<file path="config.mk">
export PLATFORM = sky130hd
export DESIGN_NAME = mdio_bitbang_phy_slave
export DESIGN_NICKNAME = d
export VERILOG_FILES = /design/src/rtl/mdio_ps_pkg.sv /design/src/rtl/mdio_ps_regfile.sv /design/src/rtl/mdio_ps_decoder.sv /design/src/rtl/mdio_ps_outbuf.sv /design/src/rtl/mdio_bitbang_phy_slave.sv
export SDC_FILE = /design/constraint.sdc
export NUM_CORES = 1
export LEC_CHECK = 0
export BUFFER_PORTS_ARGS = -buffer_cell sky130_fd_sc_hd__clkbuf_2
export CAP_MARGIN = 40
export CORE_MARGIN = 2
export CORE_UTILIZATION = 65
export DETAILED_ROUTE_END_ITERATION = 8
export GPL_TIMING_DRIVEN = 0
export PLACE_DENSITY = 0.77
export RECOVER_POWER = 50
export SLEW_MARGIN = 20
export SYNTH_ARGS = -nofsm -noshare
export SYNTH_HDL_FRONTEND = slang
export SYNTH_SLANG_ARGS = --single-unit
</file>
<file path="constraint.sdc">
create_clock -name clk_i -period 6.7 [get_ports clk_i]
set_input_delay 1.34 -clock clk_i [delete_from_list [all_inputs] [get_ports clk_i]]
set_output_delay 1.34 -clock clk_i [all_outputs]
set_load 0.02 [all_outputs]
</file>
<file path="src/rtl/mdio_ps_pkg.sv">
// Shared types and constants for the bit-banged MDIO PHY slave.
// Used by the decoder, the PHY register file, the output buffer and the top level.
package mdio_ps_pkg;

  // Frame timing, counted in clock edges (both edges count).
  localparam int unsigned PREAMBLE_EDGES = 64;
  localparam int unsigned EdgeW          = 7;
  localparam logic [EdgeW-1:0] EDGE_SAT  = 7'd64;

  // PHY register file geometry.
  localparam int unsigned RegW   = 16;
  localparam int unsigned RegAw  = 5;
  localparam int unsigned NumRegs = 32;

  // Management opcodes.
  localparam logic [1:0] OP_READ = 2'b10;

  // Register numbers with special behavior.
  localparam logic [RegAw-1:0] REG_CONTROL   = 5'd0;
  localparam logic [RegAw-1:0] REG_STATUS    = 5'd1;
  localparam logic [RegAw-1:0] REG_ID1       = 5'd2;
  localparam logic [RegAw-1:0] REG_ID2       = 5'd3;
  localparam logic [RegAw-1:0] REG_ADVERTISE = 5'd4;
  localparam logic [RegAw-1:0] REG_PARTNER   = 5'd5;
  localparam logic [RegAw-1:0] REG_DIAG      = 5'd18;

  // Fixed words.
  localparam logic [RegW-1:0] STATUS_LINK_WORD  = 16'h782C;
  localparam logic [RegW-1:0] PARTNER_BASE_WORD = 16'h4001;
  localparam logic [RegW-1:0] PARTNER_ADV_MASK  = 16'h01E0;
  localparam logic [RegW-1:0] ADV_FAST_MASK     = 16'h0180;
  localparam logic [RegW-1:0] ADV_FULL_MASK     = 16'h0140;
  localparam logic [RegW-1:0] NO_DEVICE_WORD    = 16'hFFFF;

  // Configuration register indexes.
  typedef enum logic [0:0] {
    CFG_PHY_ADDRESS = 1'b0,
    CFG_LINK_UP     = 1'b1
  } cfg_index_e;

  // Write request from the frame decoder into the PHY register file.
  typedef struct packed {
    logic             en;
    logic [RegAw-1:0] addr;
    logic [RegW-1:0]  data;
  } reg_wr_t;

  // Reset contents of the PHY register file.
  function automatic logic [RegW-1:0] reg_reset_value(input logic [RegAw-1:0] idx);
    logic [RegW-1:0] v;
    v = '0;
    case (idx)
      REG_CONTROL:   v = 16'h3100;
      REG_ID1:       v = 16'h0300;
      REG_ID2:       v = 16'hE400;
      REG_ADVERTISE: v = 16'h01E1;
      default:       v = '0;
    endcase
    return v;
  endfunction

endpackage

</file>
<file path="src/rtl/mdio_ps_regfile.sv">
// Embedded PHY register model: 32 stored words plus the computed status,
// partner-ability and diagnostic words. Depends on mdio_ps_pkg.
module mdio_ps_regfile import mdio_ps_pkg::*; (
  input  logic             clk_i,
  input  logic             rst_ni,
  input  logic             link_up_i,
  input  reg_wr_t          wr_i,
  input  logic [RegAw-1:0] rd_addr_i,
  output logic [RegW-1:0]  rd_data_o
);

  logic [RegW-1:0] regs_q [NumRegs];
  logic [RegW-1:0] adv;
  logic            fast;
  logic            full;

  // Storage with the PHY's power-on contents.
  always_ff @(posedge clk_i or negedge rst_ni) begin
    if (!rst_ni) begin
      for (int i = 0; i < NumRegs; i++) begin
        regs_q[i] <= reg_reset_value(RegAw'(i));
      end
    end else if (wr_i.en) begin
      regs_q[wr_i.addr] <= wr_i.data;
    end
  end

  // Read side: a few registers are derived from the advertisement word and link.
  assign adv  = regs_q[REG_ADVERTISE];
  assign fast = |(adv & ADV_FAST_MASK);
  assign full = |(adv & ADV_FULL_MASK);

  always_comb begin
    unique case (rd_addr_i)
      REG_STATUS:  rd_data_o = link_up_i ? STATUS_LINK_WORD : '0;
      REG_PARTNER: rd_data_o = PARTNER_BASE_WORD | (adv & PARTNER_ADV_MASK);
      REG_DIAG:    rd_data_o = link_up_i ? {4'b0, full, fast, 10'b0} : '0;
      default:     rd_data_o = regs_q[rd_addr_i];
    endcase
  end

endmodule

</file>
<file path="src/rtl/mdio_ps_decoder.sv">
// Clause 22 frame decoder: tracks the software-driven clock and data line and
// steps through the frame one edge at a time. Depends on mdio_ps_pkg.
module mdio_ps_decoder import mdio_ps_pkg::*; (
  input  logic             clk_i,
  input  logic             rst_ni,
  input  logic             step_i,
  input  logic             mdc_level_i,
  input  logic             drive_enable_i,
  input  logic             data_value_i,
  input  logic [RegAw-1:0] phy_address_i,
  input  logic [RegW-1:0]  rd_data_i,
  output logic [RegAw-1:0] rd_addr_o,
  output reg_wr_t          wr_o,
  output logic             line_o
);

  typedef enum logic [2:0] {
    PH_PREAMBLE,
    PH_START,
    PH_OPCODE,
    PH_ADDRESS,
    PH_REGISTER,
    PH_TURN,
    PH_DATA
  } phase_e;

  phase_e           phase_q, phase_d;
  logic             clock_q, clock_d;
  logic             line_q, line_d;
  logic [EdgeW-1:0] count_q, count_d;
  logic [1:0]       op_q, op_d;
  logic [RegAw-1:0] addr_q, addr_d;
  logic [RegAw-1:0] regnum_q, regnum_d;
  logic [RegW-1:0]  shift_q, shift_d;
  logic             driving_q, driving_d;
  logic             was_high;
  logic             line_in;
  logic [EdgeW-1:0] count_inc;
  logic             addr_match;

  assign rd_addr_o  = regnum_q;
  assign addr_match = (addr_q == phy_address_i);
  assign was_high   = clock_q;
  assign line_in    = drive_enable_i ? data_value_i : line_q;
  assign count_inc  = (count_q < EDGE_SAT) ? count_q + 1'b1 : count_q;

  // Next-state logic for one beat: software drive first, then one decoder step
  // if the clock level changed.
  always_comb begin
    phase_d   = phase_q;
    clock_d   = clock_q;
    line_d    = line_q;
    count_d   = count_q;
    op_d      = op_q;
    addr_d    = addr_q;
    regnum_d  = regnum_q;
    shift_d   = shift_q;
    driving_d = driving_q;
    wr_o      = '{en: 1'b0, addr: regnum_q, data: shift_q};

    if (step_i) begin
      line_d  = line_in;
      clock_d = mdc_level_i;
      if (mdc_level_i != clock_q) begin
        count_d = count_inc;
        unique case (phase_q)
          PH_PREAMBLE: begin
            if (was_high && count_inc >= EdgeW'(PREAMBLE_EDGES) && !line_in) begin
              count_d = '0;
              shift_d = '0;
              phase_d = PH_START;
            end
          end
          PH_START: begin
            if (was_high && count_inc == 7'd2) begin
              count_d = '0;
              op_d    = '0;
              phase_d = PH_OPCODE;
            end
          end
          PH_OPCODE: begin
            if (was_high) begin
              op_d = {op_q[0], line_in};
              if (count_inc == 7'd4) begin
                count_d = '0;
                addr_d  = '0;
                phase_d = PH_ADDRESS;
              end
            end
          end
          PH_ADDRESS: begin
            if (was_high) begin
              addr_d = {addr_q[RegAw-2:0], line_in};
              if (count_inc == 7'd10) begin
                count_d  = '0;
                regnum_d = '0;
                phase_d  = PH_REGISTER;
              end
            end
          end
          PH_REGISTER: begin
            if (was_high) begin
              regnum_d = {regnum_q[RegAw-2:0], line_in};
              if (count_inc == 7'd10) begin
                count_d = '0;
                phase_d = PH_TURN;
              end
            end
          end
          PH_TURN: begin
            if (was_high && count_inc == 7'd4) begin
              line_d  = 1'b0;
              count_d = '0;
              if (op_q == OP_READ) begin
                driving_d = 1'b1;
                shift_d   = addr_match ? rd_data_i : NO_DEVICE_WORD;
                line_d    = shift_d[0];
              end
              phase_d = PH_DATA;
            end
          end
          PH_DATA: begin
            if (!was_high) begin
              // Rising edge: the slave presents its next bit.
              if (driving_q) begin
                line_d  = shift_q[RegW-1];
                shift_d = {shift_q[RegW-2:0], 1'b0};
              end
            end else begin
              // Falling edge: sample a write bit and close the frame at the end.
              if (!driving_q) begin
                shift_d = {shift_q[RegW-2:0], line_in};
              end
              if (count_inc == 7'd32) begin
                count_d   = '0;
                phase_d   = PH_PREAMBLE;
                wr_o.en   = !driving_q && addr_match;
                wr_o.data = shift_d;
                driving_d = 1'b0;
              end
            end
          end
          default: phase_d = PH_PREAMBLE;
        endcase
      end
    end
  end

  always_ff @(posedge clk_i or negedge rst_ni) begin
    if (!rst_ni) begin
      phase_q   <= PH_PREAMBLE;
      clock_q   <= 1'b0;
      line_q    <= 1'b0;
      count_q   <= '0;
      op_q      <= '0;
      addr_q    <= '0;
      regnum_q  <= '0;
      shift_q   <= '0;
      driving_q <= 1'b0;
    end else begin
      phase_q   <= phase_d;
      clock_q   <= clock_d;
      line_q    <= line_d;
      count_q   <= count_d;
      op_q      <= op_d;
      addr_q    <= addr_d;
      regnum_q  <= regnum_d;
      shift_q   <= shift_d;
      driving_q <= driving_d;
    end
  end

  assign line_o = line_d;

endmodule

</file>
<file path="src/rtl/mdio_ps_outbuf.sv">
// Two-entry result buffer (output register plus skid register) that keeps the
// input side free while a result waits. Depends on mdio_ps_pkg.
module mdio_ps_outbuf import mdio_ps_pkg::*; (
  input  logic clk_i,
  input  logic rst_ni,
  input  logic push_i,
  input  logic data_i,
  output logic ready_o,
  output logic valid_o,
  input  logic ready_i,
  output logic data_o
);

  logic out_valid_q, skid_valid_q;
  logic out_q, skid_q;
  logic pop;

  assign pop     = out_valid_q && ready_i;
  assign ready_o = !skid_valid_q;
  assign valid_o = out_valid_q;
  assign data_o  = out_q;

  // Control: the skid stage only fills when the output is held and a beat arrives.
  always_ff @(posedge clk_i or negedge rst_ni) begin
    if (!rst_ni) begin
      out_valid_q  <= 1'b0;
      skid_valid_q <= 1'b0;
    end else if (skid_valid_q) begin
      if (pop) begin
        skid_valid_q <= 1'b0;
      end
    end else if (out_valid_q && !pop && push_i) begin
      skid_valid_q <= 1'b1;
    end else if (push_i) begin
      out_valid_q <= 1'b1;
    end else if (pop) begin
      out_valid_q <= 1'b0;
    end
  end

  // Payload.
  always_ff @(posedge clk_i) begin
    if (skid_valid_q) begin
      if (pop) begin
        out_q <= skid_q;
      end
    end else if (out_valid_q && !pop && push_i) begin
      skid_q <= data_i;
    end else if (push_i) begin
      out_q <= data_i;
    end
  end

endmodule

</file>
<file path="src/rtl/mdio_bitbang_phy_slave.sv">
// Top level of the bit-banged MDIO PHY slave: configuration registers, frame
// decoder, PHY register file and result buffer. Depends on mdio_ps_pkg.
//
// Each input beat is one software write of the MDC level, a drive-enable bit
// and a data value; the block answers every beat with one result beat, the
// MDIO line level after that write. A beat is handled combinationally by the
// frame decoder and the register-file read logic, so one beat is accepted per
// clock and its result is registered in a two-entry output buffer that keeps
// input accepted while a result waits; input stalls only once two results are
// pending. Configuration (index 0: PHY address, index 1: link up) has its own
// port, always ready; the user must write it only while the block is idle, and the block does not enforce this.
module mdio_bitbang_phy_slave import mdio_ps_pkg::*; (
  input  logic             clk_i,
  input  logic             rst_ni,
  input  logic             in_valid_i,
  output logic             in_ready_o,
  input  logic             mdc_level_i,
  input  logic             drive_enable_i,
  input  logic             data_value_i,
  output logic             out_valid_o,
  input  logic             out_ready_i,
  output logic             mdio_line_o,
  input  logic             cfg_valid_i,
  output logic             cfg_ready_o,
  input  logic [0:0]       cfg_index_i,
  input  logic [RegAw-1:0] cfg_data_i
);

  logic [RegAw-1:0] phy_address_q;
  logic             link_up_q;
  logic             accept;
  logic [RegAw-1:0] rd_addr;
  logic [RegW-1:0]  rd_data;
  reg_wr_t          wr;
  logic             line;

  assign cfg_ready_o = 1'b1;
  assign accept      = in_valid_i && in_ready_o;

  // Configuration registers.
  always_ff @(posedge clk_i or negedge rst_ni) begin
    if (!rst_ni) begin
      phy_address_q <= '0;
      link_up_q     <= 1'b1;
    end else if (cfg_valid_i) begin
      unique case (cfg_index_e'(cfg_index_i))
        CFG_PHY_ADDRESS: phy_address_q <= cfg_data_i;
        CFG_LINK_UP:     link_up_q     <= cfg_data_i[0];
        default:         ;
      endcase
    end
  end

  mdio_ps_decoder u_decoder (
    .clk_i,
    .rst_ni,
    .step_i         (accept),
    .mdc_level_i,
    .drive_enable_i,
    .data_value_i,
    .phy_address_i  (phy_address_q),
    .rd_data_i      (rd_data),
    .rd_addr_o      (rd_addr),
    .wr_o           (wr),
    .line_o         (line)
  );

  mdio_ps_regfile u_regfile (
    .clk_i,
    .rst_ni,
    .link_up_i (link_up_q),
    .wr_i      (wr),
    .rd_addr_i (rd_addr),
    .rd_data_o (rd_data)
  );

  mdio_ps_outbuf u_outbuf (
    .clk_i,
    .rst_ni,
    .push_i  (accept),
    .data_i  (line),
    .ready_o (in_ready_o),
    .valid_o (out_valid_o),
    .ready_i (out_ready_i),
    .data_o  (mdio_line_o)
  );

endmodule

</file>
==> impl_metrics.json <==
{
  "outcome": "finished, violations left",
  "violations": "capacitance limit, slew limit",
  "path_cells": "buf_2 -> buf_2 -> buf_2 -> buf_2 -> mux4_2 -> a221oi_1 -> a211oi_1 -> a21oi_1 -> o2bb2ai_1",
  "syn_area_mm2": 0.0256,
  "min_period_ns": 4.13,
  "slew-limit-headroom_pct": -78.5,
  "grt-ovfl-total": 0,
  "dpl.cell_count": 2958,
  "drt-total-wl_um": 89200,
  "ir_worst_vdd_mv": 0.243,
  "min_from": "u_regfile.regs_q[156]",
  "skew_ns": 0.0363,
  "synthFlopType": "dfrtp_1",
  "fin_util_pct": 73.8,
  "initial_core_util_pct": 66.0,
  "core_mm2": 0.0387,
  "fill_cells": 2709,
  "drc": 0,
  "yosysWarnings": 0,
  "yosysSeqAreaShare_pct": 55.2,
  "drtIter0Drc": 3010,
  "yosysTopAreaCellShare_pct": 53.4,
  "cp.arrival_ns": 4.64,
  "stdcell_area_mm2": 0.0286,
  "instances_no_fill": 3062,
  "routed-via-count": 21400,
  "ys_top_cells_by_area": "dfrtp_1 (53%), mux4_2 (12%), o21ai_0 (9.6%)",
  "crit_family": "buffers and inverters",
  "max_freq_mhz": 242,
  "io_pins": 18,
  "port_buffers": 16,
  "path_max_fanout": 10,
  "dp.final_hpwl_um": 60900,
  "clockBufferDepth": 3,
  "cap_violations": 1,
  "worst_pin_slew_ns": 2.68,
  "dieArea_mm2": 0.0410,
  "numCtsBuffers": 56,
  "critPathSlowestCell": "a221oi_1",
  "die_w_um": 202,
  "postRouteAntennaNets": 0,
  "grt_pass1_wl_um": 132000,
  "root_buffer": "clkbuf_16",
  "finalPower_mw": 7.26,
  "setup_slack_ns": 2.57,
  "rsz0062_at_grt": "no",
  "syn_area_per_cell_um2": 10.6,
  "antenna_found_initial": 4,
  "rr_startpoint": "u_decoder.rd_addr_o[1]",
  "ys_seq_elements": 563,
  "drv_slew": 45,
  "crit_path_end_kind": "flip-flop",
  "path_clk_slew_ns": 0.07,
  "rows": 72,
  "die_h_um": 202,
  "cts_setup_buffers": 0,
  "cellLeakagePower_nw": 12.0,
  "grt_pass1_vias": 20800,
  "synth_cell_type_count": 77,
  "period_share_pct": 61.7,
  "tritoncts": "done",
  "crit_buf_inv": 4,
  "grt_max_degree": 89,
  "cts-hold-fix-buffers": 0,
  "wire_per_inst_um": 29.1,
  "slowest_delay_ns": 0.89,
  "required_ns": 7.21,
  "finalSetupViolCount": 0,
  "layout_common_cells": "nand2_1 (569), dfrtp_1 (546), o21ai_0 (492)",
  "final_common_cell": "nand2_1",
  "path_class": "reg -> reg",
  "vias_per_cell": 6.99,
  "syn_inst": 2405,
  "p_per_area_mw_per_mm2": 254,
  "synth_edf_count": 2,
  "dp_slack_ns": 2.32,
  "cpMostUsedCell": "buf_2",
  "synthArstFlopShare_pct": 99.6,
  "grt.total_usage_pct": 44.7,
  "min_path_type": "reg -> reg",
  "worstSkewPairLatency_ns": 0.66,
  "synth_nets": 2420,
  "gp_congestion": 1.05,
  "drive_above_1_share_pct": 14.8,
  "crit_start": "u_decoder.rd_addr_o[1]",
  "dr.pass1.iters": 8,
  "synth.largest_area_cell": "dfrtp_1",
  "h-tree-depth": 2,
  "hold_viol": 0,
  "cp-start-kind": "flip-flop",
  "final_nets": 2517,
  "post_cts_resized": 0,
  "cts_num_sinks": 563,
  "placed_area_mm2": 0.0267,
  "r2r_slack_ns": 2.57,
  "area_delta_synth_final_pct": 11.7
}
-- per-stage QoR --
| step | hold WS [ns] | TNS (ns) |
|---|---|---|
| 3_5_place_dp | 0.465 | 0 |
| 2_1_floorplan | 0.431 | 0 |
| 5_1_grt | 0.492 | 0 |
| 6_report | 0.474 | 0 |
| 4_1_cts | 0.478 | 0 |
| 3_3_place_gp | 0.452 | -4422.32 |
-- cells in the mapped netlist, drive strengths merged, types with 3 or more instances --
library cell	number
o22ai	4
nor3	18
or2	4
o31ai	3
or3	5
o22a	3
nand2b	6
a22oi	22
nor2b	9
nor2	38
nand2	569
a31oi	11
inv	14
dfrtp	546
a21oi	35
nor3b	3
and3	6
nand3	41
mux2	21
mux4	136
and3b	3
clkbuf	180
o2bb2ai	4
a21o	5
xnor2	7
nor4	6
o221ai	4
mux2i	31
a211o	3
a221oi	10
a41oi	3
dfstp	15
a22o	13
o21ai	540
nand4	5
buf	39
-- layout make-up --
type,count,area [um^2],area share (%)
clock buffers,77,1600,5.60
well taps,518,648,2.27
plain buffers,219,920,3.22
clock inverters,22,297,1.04
repair buffers,39,423,1.48
diodes,1,2.50,0.00876
inverters,14,52.6,0.184
multi-input cells,1609,10500,36.8
flip-flops and latches,563,14100,49.4
-- worst paths after layout --
check,depth (start not counted),to
setup / recovery,9,u_decoder.shift_q[4]
hold / removal,2,u_regfile.regs_q[156]
setup reg to reg,9,u_decoder.shift_q[4]
hold reg to reg,2,u_regfile.regs_q[156]
max in group asynchronous,4,u_regfile.regs_q[328]
min in group asynchronous,1,u_regfile.regs_q[136]
-- registers in the layout, indices dropped and copies added, names as in the netlist --
| register | cells |
|---|---|
| link_up_q | 1 |
| phy_address_q | 5 |
| u_decoder.addr_q | 5 |
| u_decoder.clock_q | 1 |
| u_decoder.count_q | 7 |
| u_decoder.driving_q | 1 |
| u_decoder.line_q | 1 |
| u_decoder.op_q | 2 |
| u_decoder.phase_q | 3 |
| u_decoder.rd_addr_o | 5 |
| u_decoder.shift_q | 16 |
| u_outbuf.data_o | 1 |
| u_outbuf.skid_q | 1 |
| u_outbuf.skid_valid_q | 1 |
| u_outbuf.valid_o | 1 |
| u_regfile.adv | 16 |
| u_regfile.regs_q | 496 |
-- cell families (layout without fill, tap and decap cells) --
| logic type | count (synthesis) | count (layout) | synth area share (%) |
|---|---|---|---|
| AO/OA/AOI/OAI | 685 | 685 | 14.8 |
| flip-flops | 563 | 563 | 55.2 |
| adder cells (fa/ha/maj) | 1 | 1 | 0.0489 |
| other | 1 | 2 | 0.0147 |
| buffers and inverters | 233 | 371 | 3.78 |
| multiplexers | 188 | 188 | 14.1 |
| AND/OR/NAND/NOR | 727 | 727 | 11.8 |
| XOR/XNOR | 7 | 7 | 0.240 |
-- tightest hold or removal path, delay by kind of cell, from the launching register on --
| family | cells | cell delay [ns] |
|---|---|---|
| AO/OA/AOI/OAI | 1 | 0.06 |
| AND/OR/NAND/NOR | 1 | 0.04 |
| flip-flops | 1 | 0.34 |
-- power breakdown --
group / internal, mW / total, mW / switching [mW] / leakage (nW)
Combinational: 0.146 / 0.485 / 0.339 / 3.26
Clock: 1.90 / 3.29 / 1.39 / 0.943
Sequential: 3.44 / 3.49 / 0.0421 / 7.77
-- routing by layer --
metal | part of all wire, % | up-vias | global-route usage [%]
met5 | 0.089 | - | 0
met1 | 35 | 10600 | 58.9
met4 | 8.7 | 6 | 31.9
met3 | 13 | 428 | 15.0
met2 | 43 | 1636 | 62.8
li1 | - | 8711 | -
Note: power is estimated with default switching activity, not from simulation.
